==> config.mk <==
export PLATFORM = sky130hd
export DESIGN_NAME = key_escape_sequence_matcher_top_flat
export DESIGN_NICKNAME = d
export VERILOG_FILES = /design/src/hw/rtl/kesm_pkg.sv /design/src/hw/rtl/kesm_if.sv /design/src/hw/rtl/key_escape_sequence_matcher_top.sv /design/src/hw/rtl/kesm_ctrl.sv /design/src/hw/rtl/kesm_dp.sv /design/src/flat_wrapper.sv
export SDC_FILE = /design/constraint.sdc
export NUM_CORES = 1
export LEC_CHECK = 0
export BUFFER_PORTS_ARGS = -buffer_cell sky130_fd_sc_hd__clkbuf_2
export CAP_MARGIN = 20
export CORE_MARGIN = 1
export CORE_UTILIZATION = 57
export DETAILED_ROUTE_END_ITERATION = 6
export GPL_TIMING_DRIVEN = 0
export PLACE_DENSITY = 0.74
export SETUP_SLACK_MARGIN = 0.1
export SYNTH_ARGS = -nofsm -noshare
export SYNTH_HDL_FRONTEND = slang
export SYNTH_SLANG_ARGS = --single-unit
export TNS_END_PERCENT = 1
==> constraint.sdc <==
create_clock -name clk -period 6.45 [get_ports clk]
set_input_delay 0.645 -clock clk [delete_from_list [all_inputs] [get_ports clk]]
set_output_delay 0.645 -clock clk [all_outputs]
set_load 0.02 [all_outputs]
==> src/hw/rtl/kesm_pkg.sv <==
`timescale 1ns / 1ps
// ---------------------------------------------------------------------------
// kesm_pkg
// opcodes, scan verdict codes and the controller/datapath command and status
// ---------------------------------------------------------------------------
package kesm_pkg;

  localparam logic [1:0] OP_LOAD_SEQ = 2'd0;
  localparam logic [1:0] OP_LOAD_KEY = 2'd1;
  localparam logic [1:0] OP_RECV     = 2'd2;
  localparam logic [1:0] OP_TICK     = 2'd3;

  // outcome of checking one table entry
  localparam logic [1:0] C_SKIP = 2'd0;
  localparam logic [1:0] C_WAIT = 2'd1;
  localparam logic [1:0] C_HIT  = 2'd2;
  localparam logic [1:0] C_MISS = 2'd3;

  typedef struct packed {
    logic in_ready;
    logic load;
    logic append;
    logic scan_start;
    logic rd;
    logic next_key;
    logic latch_chk;
    logic set_miss;
    logic set_zero;
    logic act;
    logic drop;
    logic fin;
  } kesm_cmd_t;

  typedef struct packed {
    logic       in_valid;
    logic [1:0] op;
    logic       data_zero;
    logic       n_zero;
    logic       m_eq_n;
    logic       m_zero;
    logic [1:0] chk;
    logic       last_key;
    logic       can_push;
    logic       out_free;
    logic       hold_valid;
  } kesm_stat_t;

endpackage

==> src/hw/rtl/kesm_if.sv <==
`timescale 1ns / 1ps
// ---------------------------------------------------------------------------
// kesm channel interfaces
// valid/ready channels for input items and result items
// ---------------------------------------------------------------------------
interface kesm_in_if;
  logic       valid;
  logic       ready;
  logic [1:0] opcode;
  logic [2:0] key_slot;
  logic [2:0] byte_position;
  logic [7:0] data_value;

  modport source (output valid, opcode, key_slot, byte_position, data_value, input ready);
  modport sink   (input valid, opcode, key_slot, byte_position, data_value, output ready);
endinterface

interface kesm_out_if;
  logic       valid;
  logic       ready;
  logic       is_key;
  logic [7:0] out_value;
  logic       last_of_run;

  modport source (output valid, is_key, out_value, last_of_run, input ready);
  modport sink   (input valid, is_key, out_value, last_of_run, output ready);
endinterface

==> src/hw/rtl/key_escape_sequence_matcher_top.sv <==
`timescale 1ns / 1ps
// ---------------------------------------------------------------------------
// key_escape_sequence_matcher_top
// decodes received terminal bytes into key codes against a loaded table
// ---------------------------------------------------------------------------
// in_ch takes load items (sequence byte, key code), received bytes and
// timeout ticks; out_ch gives key codes or plain bytes, last_of_run marking
// the final result of an input item. cfg_we/cfg_data write mapping_enable.
// One item is worked on at a time: in_ch is ready only while idle.
// Loads and a tick on an empty buffer finish while idle. Each matcher step
// visits table entries in turn, each by a registered row read and then a
// check; a step that resolves hands off its result and then drops the
// matched bytes (none after a miss). A received byte or flush ends by way
// of S_LOOP and then S_FIN before in_ch is ready again. Results are held
// one deep so the last can be marked; the first result appears after the
// second is found or the run ends. A stalled out_ch holds its item and the
// sequencer waits before pushing another. Reset clears the pending buffer,
// key codes and mapping_enable and empties the output; the sequence table
// is left as it was.
// ---------------------------------------------------------------------------
module key_escape_sequence_matcher_top #(
  parameter int NUM_KEYS = 8,
  parameter int SEQ_LEN  = 8
) (
  input  logic       clk,
  input  logic       rst,
  input  logic       cfg_we,
  input  logic       cfg_data,
  kesm_in_if.sink    in_ch,
  kesm_out_if.source out_ch
);
  import kesm_pkg::*;

  kesm_cmd_t  cmd;
  kesm_stat_t stat;

  kesm_ctrl u_ctrl (
    .clk  (clk),
    .rst  (rst),
    .stat (stat),
    .cmd  (cmd)
  );

  kesm_dp #(
    .NUM_KEYS (NUM_KEYS),
    .SEQ_LEN  (SEQ_LEN)
  ) u_dp (
    .clk      (clk),
    .rst      (rst),
    .cfg_we   (cfg_we),
    .cfg_data (cfg_data),
    .in_ch    (in_ch),
    .out_ch   (out_ch),
    .cmd      (cmd),
    .stat     (stat)
  );

endmodule

==> src/hw/rtl/kesm_ctrl.sv <==
`timescale 1ns / 1ps
// ---------------------------------------------------------------------------
// kesm_ctrl
// sequencer: takes an item, steps the pending buffer through the table scan
// ---------------------------------------------------------------------------
module kesm_ctrl (
  input  logic                  clk,
  input  logic                  rst,
  input  kesm_pkg::kesm_stat_t  stat,
  output kesm_pkg::kesm_cmd_t   cmd
);
  import kesm_pkg::*;

  localparam logic [2:0] S_IDLE = 3'd0;
  localparam logic [2:0] S_LOOP = 3'd1;
  localparam logic [2:0] S_RD   = 3'd2;
  localparam logic [2:0] S_CHK  = 3'd3;
  localparam logic [2:0] S_ACT  = 3'd4;
  localparam logic [2:0] S_DROP = 3'd5;
  localparam logic [2:0] S_FIN  = 3'd6;

  logic [2:0] state;
  logic [2:0] state_next;

  always_ff @(posedge clk) begin
    if (rst) begin
      state <= S_IDLE;
    end else begin
      state <= state_next;
    end
  end

  always_comb begin
    cmd        = '0;
    state_next = state;
    unique case (state)
      S_IDLE: begin
        cmd.in_ready = 1'b1;
        if (stat.in_valid) begin
          unique case (stat.op)
            OP_LOAD_SEQ, OP_LOAD_KEY: begin
              cmd.load = 1'b1;
            end
            OP_RECV: begin
              if (!stat.data_zero) begin
                cmd.append = 1'b1;
                state_next = S_LOOP;
              end else if (stat.n_zero) begin
                cmd.set_zero = 1'b1;
                state_next   = S_ACT;
              end else begin
                cmd.set_miss = 1'b1;
                state_next   = S_ACT;
              end
            end
            OP_TICK: begin
              if (!stat.n_zero) begin
                cmd.set_miss = 1'b1;
                state_next   = S_ACT;
              end
            end
          endcase
        end
      end
      S_LOOP: begin
        if (stat.m_eq_n) begin
          state_next = S_FIN;
        end else begin
          cmd.scan_start = 1'b1;
          state_next     = S_RD;
        end
      end
      S_RD: begin
        cmd.rd     = 1'b1;
        state_next = S_CHK;
      end
      S_CHK: begin
        unique case (stat.chk)
          C_SKIP: begin
            if (stat.last_key) begin
              cmd.set_miss = 1'b1;
              state_next   = S_ACT;
            end else begin
              cmd.next_key = 1'b1;
              state_next   = S_RD;
            end
          end
          C_WAIT: begin
            state_next = S_LOOP;
          end
          C_HIT, C_MISS: begin
            cmd.latch_chk = 1'b1;
            state_next    = S_ACT;
          end
        endcase
      end
      S_ACT: begin
        if (stat.can_push) begin
          cmd.act    = 1'b1;
          state_next = S_DROP;
        end
      end
      S_DROP: begin
        if (stat.m_zero) begin
          state_next = S_LOOP;
        end else begin
          cmd.drop = 1'b1;
        end
      end
      S_FIN: begin
        if (!stat.hold_valid) begin
          state_next = S_IDLE;
        end else if (stat.out_free) begin
          cmd.fin    = 1'b1;
          state_next = S_IDLE;
        end
      end
      default: begin
        state_next = S_IDLE;
      end
    endcase
  end

endmodule

==> src/hw/rtl/kesm_dp.sv <==
`timescale 1ns / 1ps
// ---------------------------------------------------------------------------
// kesm_dp
// table memory, key codes, pending buffer, entry check, result hold and output
// ---------------------------------------------------------------------------
module kesm_dp #(
  parameter int NUM_KEYS = 8,
  parameter int SEQ_LEN  = 8
) (
  input  logic                  clk,
  input  logic                  rst,
  input  logic                  cfg_we,
  input  logic                  cfg_data,
  kesm_in_if.sink               in_ch,
  kesm_out_if.source            out_ch,
  input  kesm_pkg::kesm_cmd_t   cmd,
  output kesm_pkg::kesm_stat_t  stat
);
  import kesm_pkg::*;

  localparam int KW = (NUM_KEYS > 1) ? $clog2(NUM_KEYS) : 1;
  localparam int PW = $clog2(SEQ_LEN);
  localparam int CW = $clog2(SEQ_LEN + 1);

  localparam logic [1:0] V_MISS = 2'd0;
  localparam logic [1:0] V_HIT  = 2'd1;
  localparam logic [1:0] V_ZERO = 2'd2;

  logic                    mapping_enable;
  logic [SEQ_LEN-1:0][7:0] row_mem [NUM_KEYS];
  logic [SEQ_LEN-1:0][7:0] row_q;
  logic [7:0]    key_codes [NUM_KEYS];
  logic [7:0]    kc_q;
  logic [7:0]    q [SEQ_LEN];
  logic [CW-1:0] n;
  logic [CW-1:0] m;
  logic [KW-1:0] k;
  logic [1:0]    verdict;
  logic [7:0]    hit_code;
  logic          hold_valid;
  logic          hold_key;
  logic [7:0]    hold_val;
  logic          out_valid;
  logic          out_key;
  logic [7:0]    out_val;
  logic          out_last;

  logic [KW+2:0] slot_ext;
  logic [PW+2:0] pos_ext;
  logic          slot_ok;
  logic          pos_ok;
  logic          load_seq;
  logic          load_key;
  logic [CW-1:0] row_len;
  logic          prefix_ok;
  logic [1:0]    chk;
  logic          res_key;
  logic [7:0]    res_val;
  logic          shift_one;

  assign slot_ext  = (KW+3)'(in_ch.key_slot);
  assign pos_ext   = (PW+3)'(in_ch.byte_position);
  assign slot_ok   = int'(in_ch.key_slot) < NUM_KEYS;
  assign pos_ok    = int'(in_ch.byte_position) < SEQ_LEN;
  assign load_seq  = cmd.load && (in_ch.opcode == OP_LOAD_SEQ) && slot_ok && pos_ok;
  assign load_key  = cmd.load && (in_ch.opcode == OP_LOAD_KEY) && slot_ok;
  assign shift_one = (cmd.act && (verdict == V_MISS)) || cmd.drop;

  always_ff @(posedge clk) begin
    if (rst) begin
      mapping_enable <= 1'b0;
    end else if (cfg_we) begin
      mapping_enable <= cfg_data;
    end
  end

  // sequence table, one row per key, byte writes, registered row read
  always_ff @(posedge clk) begin
    if (load_seq) begin
      row_mem[slot_ext[KW-1:0]][pos_ext[PW-1:0]] <= in_ch.data_value;
    end
    if (cmd.rd) begin
      row_q <= row_mem[k];
      kc_q  <= key_codes[k];
    end
  end

  always_ff @(posedge clk) begin
    if (rst) begin
      for (int i = 0; i < NUM_KEYS; i++) begin
        key_codes[i] <= 8'd0;
      end
    end else if (load_key) begin
      key_codes[slot_ext[KW-1:0]] <= in_ch.data_value;
    end
  end

  // check of one table entry against the first m pending bytes
  always_comb begin
    row_len = CW'(SEQ_LEN);
    for (int i = SEQ_LEN - 1; i >= 0; i--) begin
      if (row_q[i] == 8'd0) begin
        row_len = CW'(i);
      end
    end
    prefix_ok = 1'b1;
    for (int i = 0; i < SEQ_LEN; i++) begin
      if ((CW'(i) < m) && (q[i] != row_q[i])) begin
        prefix_ok = 1'b0;
      end
    end
    priority if (!mapping_enable || (kc_q == 8'd0)) begin
      chk = C_MISS;
    end else if ((m > row_len) || !prefix_ok) begin
      chk = C_SKIP;
    end else if (m == row_len) begin
      chk = C_HIT;
    end else begin
      chk = C_WAIT;
    end
  end

  always_comb begin
    unique case (verdict)
      V_HIT: begin
        res_key = 1'b1;
        res_val = hit_code;
      end
      V_ZERO: begin
        res_key = 1'b0;
        res_val = 8'd0;
      end
      default: begin
        res_key = 1'b0;
        res_val = q[0];
      end
    endcase
  end

  always_ff @(posedge clk) begin
    if (rst) begin
      n          <= '0;
      m          <= '0;
      k          <= '0;
      verdict    <= V_MISS;
      hold_valid <= 1'b0;
      out_valid  <= 1'b0;
    end else begin
      if (cmd.fin || (cmd.act && hold_valid)) begin
        out_valid <= 1'b1;
      end else if (out_valid && out_ch.ready) begin
        out_valid <= 1'b0;
      end
      if (cmd.append) begin
        n <= n + 1'b1;
      end
      if (cmd.scan_start) begin
        m <= m + 1'b1;
        k <= '0;
      end
      if (cmd.next_key) begin
        k <= k + 1'b1;
      end
      if (cmd.latch_chk) begin
        verdict <= (chk == C_HIT) ? V_HIT : V_MISS;
      end
      if (cmd.set_miss) begin
        verdict <= V_MISS;
      end
      if (cmd.set_zero) begin
        verdict <= V_ZERO;
      end
      if (cmd.act) begin
        hold_valid <= 1'b1;
        if (verdict == V_MISS) begin
          n <= n - 1'b1;
          m <= '0;
        end
      end
      if (cmd.drop) begin
        n <= n - 1'b1;
        m <= m - 1'b1;
      end
      if (cmd.fin) begin
        hold_valid <= 1'b0;
      end
    end
  end

  always_ff @(posedge clk) begin
    if (cmd.latch_chk) begin
      hit_code <= kc_q;
    end
    if (cmd.append) begin
      for (int i = 0; i < SEQ_LEN; i++) begin
        if (CW'(i) == n) begin
          q[i] <= in_ch.data_value;
        end
      end
    end
    if (shift_one) begin
      for (int i = 0; i < SEQ_LEN - 1; i++) begin
        q[i] <= q[i+1];
      end
    end
    if (cmd.act) begin
      hold_key <= res_key;
      hold_val <= res_val;
      if (hold_valid) begin
        out_key  <= hold_key;
        out_val  <= hold_val;
        out_last <= 1'b0;
      end
    end
    if (cmd.fin) begin
      out_key  <= hold_key;
      out_val  <= hold_val;
      out_last <= 1'b1;
    end
  end

  assign in_ch.ready        = cmd.in_ready;
  assign out_ch.valid       = out_valid;
  assign out_ch.is_key      = out_key;
  assign out_ch.out_value   = out_val;
  assign out_ch.last_of_run = out_last;

  always_comb begin
    stat.in_valid   = in_ch.valid;
    stat.op         = in_ch.opcode;
    stat.data_zero  = (in_ch.data_value == 8'd0);
    stat.n_zero     = (n == '0);
    stat.m_eq_n     = (m == n);
    stat.m_zero     = (m == '0);
    stat.chk        = chk;
    stat.last_key   = (k == KW'(NUM_KEYS - 1));
    stat.can_push   = !hold_valid || !out_valid || out_ch.ready;
    stat.out_free   = !out_valid || out_ch.ready;
    stat.hold_valid = hold_valid;
  end

endmodule

==> src/flat_wrapper.sv <==
// flat-port wrapper written by rule: the top's interface ports become plain ports
module key_escape_sequence_matcher_top_flat import kesm_pkg::*;
#(
  parameter int NUM_KEYS = 8,
  parameter int SEQ_LEN  = 8
)
  (clk, rst, cfg_we, cfg_data, in_ch_valid, in_ch_opcode, in_ch_key_slot, in_ch_byte_position, in_ch_data_value, in_ch_ready, out_ch_valid, out_ch_is_key, out_ch_out_value, out_ch_last_of_run, out_ch_ready);
  kesm_in_if in_ch_i ();
  kesm_out_if out_ch_i ();
  input  logic clk;
  input  logic rst;
  input  logic cfg_we;
  input  logic cfg_data;
  input wire logic [$bits(in_ch_i.valid)-1:0] in_ch_valid;
  input wire logic [$bits(in_ch_i.opcode)-1:0] in_ch_opcode;
  input wire logic [$bits(in_ch_i.key_slot)-1:0] in_ch_key_slot;
  input wire logic [$bits(in_ch_i.byte_position)-1:0] in_ch_byte_position;
  input wire logic [$bits(in_ch_i.data_value)-1:0] in_ch_data_value;
  output wire logic [$bits(in_ch_i.ready)-1:0] in_ch_ready;
  output wire logic [$bits(out_ch_i.valid)-1:0] out_ch_valid;
  output wire logic [$bits(out_ch_i.is_key)-1:0] out_ch_is_key;
  output wire logic [$bits(out_ch_i.out_value)-1:0] out_ch_out_value;
  output wire logic [$bits(out_ch_i.last_of_run)-1:0] out_ch_last_of_run;
  input wire logic [$bits(out_ch_i.ready)-1:0] out_ch_ready;
  assign in_ch_i.valid = in_ch_valid;
  assign in_ch_i.opcode = in_ch_opcode;
  assign in_ch_i.key_slot = in_ch_key_slot;
  assign in_ch_i.byte_position = in_ch_byte_position;
  assign in_ch_i.data_value = in_ch_data_value;
  assign in_ch_ready = in_ch_i.ready;
  assign out_ch_valid = out_ch_i.valid;
  assign out_ch_is_key = out_ch_i.is_key;
  assign out_ch_out_value = out_ch_i.out_value;
  assign out_ch_last_of_run = out_ch_i.last_of_run;
  assign out_ch_i.ready = out_ch_ready;
  key_escape_sequence_matcher_top #(.NUM_KEYS(NUM_KEYS), .SEQ_LEN(SEQ_LEN)) u_core (.clk(clk), .rst(rst), .cfg_we(cfg_we), .cfg_data(cfg_data), .in_ch(in_ch_i), .out_ch(out_ch_i));
endmodule
# After elaboration in Yosys (flattened, before gate mapping)
# Memory sizes are Yosys's and may differ from the RTL's. A register that Yosys moved wholly into a read port is not among the register bits.
# Index checks and enable logic that the tools add are counted.
[op_classes] n_mux=131 magnitude_cmp=11 eq_ne=38 n_addsub=5 bitwise=7 n_reduce_logical=55
[op_table] op="$mux W8" n=13
[op_table] op="$logic_not A8 Y1" n=10
[op_table] op="$mux W1" n=70
[op_table] op="$mux W4" n=16
[op_table] op="$mux W64" n=1
[op_table] op="$ne A8 B8 Y1" n=8
[op_table] op="$mux W3" n=14
[op_table] op="$demux W8 S3" n=1
[op_table] op="$pmux W3 S7" n=1
[op_table] op="$mux W2" n=10
[op_table] op="$eq A3 B4 Y1 const A" n=4
[op_table] op="$lt A3 B4 Y1 const A" n=4
[op_table] op="$pmux W8 S2" n=1
[op_table] op="$reduce_or A8 Y1" n=2
[op_table] op="$logic_and A1 B1 Y1" n=14
[op_table] op="$eq A3 B3 Y1 const B" n=4
[op_table] op="$eq A2 B2 Y1 const B" n=5
[op_table] op="$pmux W3 S3" n=1
[op_table] op="$add A4 B1 Y4 const B" n=2
[op_table] op="$eq A2 B4 Y1 const A" n=2
[op_table] op="$eq A4 B4 Y1" n=2
[op_table] op="$logic_not A4 Y1" n=2
[op_table] op="$lt A1 B4 Y1 const A" n=2
[op_table] op="$lt A2 B4 Y1 const A" n=2
[op_table] op="other kinds (27)" n=56
[word_totals] memories=3 output_inout_bits=12 regBits=46 mem_bits_rw=640 word_cells=265
[memory_table] name="u_core.u_dp.row_mem" words=8 word_bits=64 rd=1 rd_clocked_by_memory_dff=1 write_ports=1 line_no="kesm_dp.sv:30" text="logic [SEQ_LEN-1:0][7:0] row_mem [NUM_KEYS];"
[memory_table] name="u_core.u_dp.key_codes" words=8 word_bits=8 rd=1 rd_clocked_by_memory_dff=1 write_ports=8 line_no="kesm_dp.sv:32" text="logic [7:0] key_codes [NUM_KEYS];"
[memory_table] name="u_core.u_dp.q" words=8 word_bits=8 rd=8 rd_clocked_by_memory_dff=0 write_ports=7 line_no="kesm_dp.sv:34" text="logic [7:0] q [SEQ_LEN];"

# Longest topological paths before layout
# An unclocked memory read counts as a cell.
[logic_depth] ltp_word=22 depth_mapped=15

# By module
# A second synthesis with hierarchy kept.
[hier_totals] hier_cells=1665 hier_area_um2=30598.1
[modules_own_cells] module="kesm_dp" area_per_inst_um2=30183.9 cells_each=1608 n_inst=1
[modules_own_cells] module="kesm_ctrl" area_per_inst_um2=414.1 cells_each=57 n_inst=1

# Least setup slack after synthesis
# OpenSTA, ideal clock, no wires.
[synth_timing] path_kind="flip-flop to flip-flop" startpoint="register u_core.u_ctrl.state[1]" endpoint="register u_core.u_dp.kc_q[0] (read register of u_core.u_dp.key_codes), enable pin" setup_time_ps=606 path_stages_with_launch=3 arrival_time_ps=5894 required_time_ps=5844 slack_ps=-49 cell_sequence="dfxtp_1 clkbuf_1 nor3b_1"
[synth_via] elab_chain_cells=2
[synth_lines] element="from (decl)" line_no="kesm_ctrl.sv:22" text="logic [2:0] state;"
[synth_lines] element="from (signal assigned)" line_no="kesm_ctrl.sv:29" text="state <= state_next;"
[synth_lines] element="$eq A3 B2 Y1" line_no="kesm_ctrl.sv:36" text="unique case (state)"
[synth_lines] element="$mux W1" line_no="kesm_ctrl.sv:36"
[synth_lines] element="to (decl)" line_no="kesm_dp.sv:33" text="logic [7:0] kc_q;"
# No other way between the ends.
# A chain may end at the register's enable or synchronous reset.

==> flow_metrics.py <==
metrics = {
    "yosys": {
        "synth_area_leaders": "edfxtp_1 (72%), mux4_2 (11%), nand2_1 (4.4%)",
        "synth_most_common_cell": "edfxtp_1",
        "async_flop_share_pct": 0,
        "yosysUniqueCellTypes": 64,
        "yosysTopAreaCell": "edfxtp_1",
        "synth_edf_count": 738,
        "syn_area_mm2": 0.0307,
        "syn_inst": 1831,
        "syn_avg_cell_area_um2": 16.7,
        "syn-num-nets": 1868,
        "ys_seq_area_share_pct": 73.6,
        "synth_top_area_share_pct": 72.3,
        "ys.flop_type": "edfxtp_1",
        "synth_commonest_cells": "edfxtp_1 (738), nand2_1 (356), mux4_2 (144), nor2_1 (94), and2_1 (76)",
        "yosysWarningCount": 0,
        "synth_seq_cells": 758,
    },
    "setup_path": {
        "cp_max_fo": 10,
        "crit_arrival_ns": 5.09,
        "required_ns": 6.69,
        "critical_path.top_delay_family": "simple AND/OR/NAND/NOR gates",
        "crit_chain": "or4_1 -> nor2_1 -> a21oi_1 -> a211oi_1 -> o21ai_0 -> ha_1 -> and4_1 -> clkbuf_1 -> a21oi_1 -> nor4_1 -> and4b_1 -> buf_2 -> a21oi_1 -> nor2_1",
        "path_class": "reg -> reg",
        "slowest_delay_ns": 0.59,
        "worst_path_max_delay_cell": "nor2_1",
        "critPathCaptureType": "flip-flop",
        "critPathMostFrequentCell": "a21oi_1",
        "worst_setup_path_start_kind": "flip-flop",
        "critPathBufInv": 2,
    },
    "pwr": {
        "leakage_uw": 0.0112,
        "power_density_mw_per_mm2": 322,
        "vdd_drop_max_v": 0.000206,
        "total_power_uw": 11000,
    },
    "global_route": {
        "busiest_layer": "met2",
        "antenna_found_initial": 2,
        "grt_overflow": 0,
        "grt_pass1_wl_um": 101000,
        "use_met2_pct": 41.2,
        "grt_pass1_vias": 16601,
        "grt_util_met3_pct": 5.64,
        "grt_max_degree": 69,
        "track_usage_pct": 25.6,
        "met1_usage_pct": 35.4,
    },
    "cts": {
        "insertion_delay_ns": 0.62,
        "cts_hold_buffers": 0,
        "cts-root-buf": "clkbuf_16",
        "cts_tree": "yes",
        "cts_buffer_depth": 3,
        "cts_resized": 0,
        "htree_levels": 3,
        "cts_sinks": 758,
        "cts.clk_slew.worst_paths_ns": 0.06,
        "postCtsSetupRepairBufs": 0,
        "cts_buffers": 77,
    },
    "run_status": {
        "outcome": "complete, but fails checks",
        "failed_checks": "design-rule violations",
    },
    "drt": {
        "wirelength_um": 67600,
        "drcViolationCount": 24,
        "dr_total_vias": 16347,
        "routed_via_density": 6.05,
        "dr.pass1.iters": 7,
        "routedWlPerCell_um": 25.0,
        "drt_iter0_markers": 1720,
        "ant_nets": 0,
    },
    "sta": {
        "tns_ns": 0,
        "fin_crit_sh_pct": 75.1,
        "fmax_mhz": 207,
        "period_needed_ns": 4.84,
        "rsz0062_at_grt": "no",
        "slew-limit-headroom_pct": 21.9,
        "maxSlewViolCount": 0,
        "finalSetupViolCount": 0,
        "tightest_slew_ns": 1.17,
        "hold_violations": 0,
        "hold_slack_ns": 0.258,
        "fin_skew_ns": 0.0161,
    },
    "placed_design": {
        "place_congestion": 0.905,
        "post-dp-hpwl_um": 42400,
        "port_buffers": 29,
    },
    "floorplan": {
        "die_area_mm2": 0.0547,
        "ios": 34,
        "die_h_um": 234,
        "die_w_um": 234,
        "rows": 84,
        "initial_utilization_pct": 58.0,
        "design.core.area_mm2": 0.0529,
    },
    "final_layout": {
        "area_delta_synth_final_pct": 12.0,
        "fin_nets": 1988,
        "drive_gt1_share_pct": 16.6,
    },
    "worst_hold_path": {
        "hold_path.class": "in -> reg",
    },
    "flow_run": {
        "drv_cap": 0,
    },
}
## flip-flops by register name (all words and copies together) (netlist names), 2 cells and up
| signal | count |
|---|---|
| u_core.u_dp.n | 4 |
| u_core.u_dp.key_codes | 64 |
| u_core.u_dp.k | 3 |
| u_core.u_dp.m | 4 |
| u_core.u_dp.out_ch.out_value | 8 |
| u_core.u_dp.verdict | 2 |
| u_core.u_dp.row_mem | 512 |
| u_core.u_dp.hold_val | 8 |
| u_core.u_dp.hit_code | 8 |
| u_core.u_dp.kc_q | 8 |
| u_core.u_dp.q | 64 |
| u_core.u_ctrl.state | 3 |
| u_core.u_dp.row_q | 64 |
## worst min-delay path: cells and delay by family
family                 cells  cell delay [ns]
AND/OR/NAND/NOR            1             0.07
multiplexers               1             0.05
buffers and inverters      1             0.07
## path summary, 6_finish.rpt
kind              slack [ns]                               from  cells after the start                                         to
setup / recovery        1.61    u_core.u_dp.row_q[60]$_DFFE_PP_                     14          u_core.u_dp.hit_code[1]$_DFFE_PP_
hold / removal          0.26                           cfg_data                      3    u_core.u_dp.mapping_enable$_SDFFE_PP0P_
setup reg to reg        1.61    u_core.u_dp.row_q[60]$_DFFE_PP_                     14          u_core.u_dp.hit_code[1]$_DFFE_PP_
hold reg to reg         0.42  u_core.u_dp.hold_val[1]$_DFFE_PP_                      0  u_core.u_dp.out_ch.out_value[1]$_DFFE_PP_
## layout make-up
type	instances	area [um2]
Timing Repair Buffer	41	380
Inverter	21	78.8
Tap cell	688	861
Antenna cell	1	2.50
Sequential cell	758	22600
Clock inverter	44	427
Fill cell	3546	18500
Buffer	86	359
Multi-Input combinational cell	966	7660
Clock buffer	98	2010
## per-stage QoR
step                util (%)  setup slack (ns)  instances  instance area, um2
finish                  65.0              1.61       2703               34300
global route            65.0              1.37       2702               34300
CTS                     64.8              1.67       2698               34300
detailed placement      60.2              1.71       2556               31800
global placement        59.9              1.25       2548               31700
floorplan                  -              2.51       1831               30700
## kinds of logic (layout without fill, tap and decap cells)
| family | Yosys count | after routing | synth area share (%) |
|---|---|---|---|
| flip-flops | 758 | 758 | 73.6 |
| AND/OR/NAND/NOR | 646 | 646 | 9.69 |
| multiplexers | 148 | 148 | 10.7 |
| buffers and inverters | 107 | 290 | 1.43 |
| AO/OA/AOI/OAI | 85 | 85 | 1.89 |
| XOR/XNOR | 72 | 72 | 2.06 |
| adder cells (fa/ha/maj) | 15 | 15 | 0.612 |
| other | 0 | 1 | 0 |
## power by group
part,switching [uW],internal (uW),total (uW)
Sequential,149,5700,5850
Clock,1860,2470,4330
Combinational,575,282,857
## per-layer routing
metal	vias to the layer above	share of wire (%)	wire length, um
met5	-	0	0
met4	0	2.5	1680
met3	118	8.4	5640
met2	702	49	32900
met1	8325	40	27300
li1	7202	-	-
## layout by cell type, fill, tap and decap left out, drive strengths merged, types with 4 or more instances in the layout
cell type / n
or2: 9
nor2: 95
nand3b: 7
a21oi: 34
clkbuf: 178
a22o: 8
a211oi: 5
nor4: 29
nor2b: 7
bufinv: 6
or4: 8
or3: 4
clkinvlp: 4
and2: 76
ha: 15
mux4: 144
nand4: 10
edfxtp: 738
xor2: 53
nor3: 5
dfxtp: 20
buf: 47
nor3b: 7
clkinv: 30
nand2: 358
inv: 25
xnor2: 19
nand3: 17
o21ai: 18
Note: power is estimated with default switching activity, not from simulation.
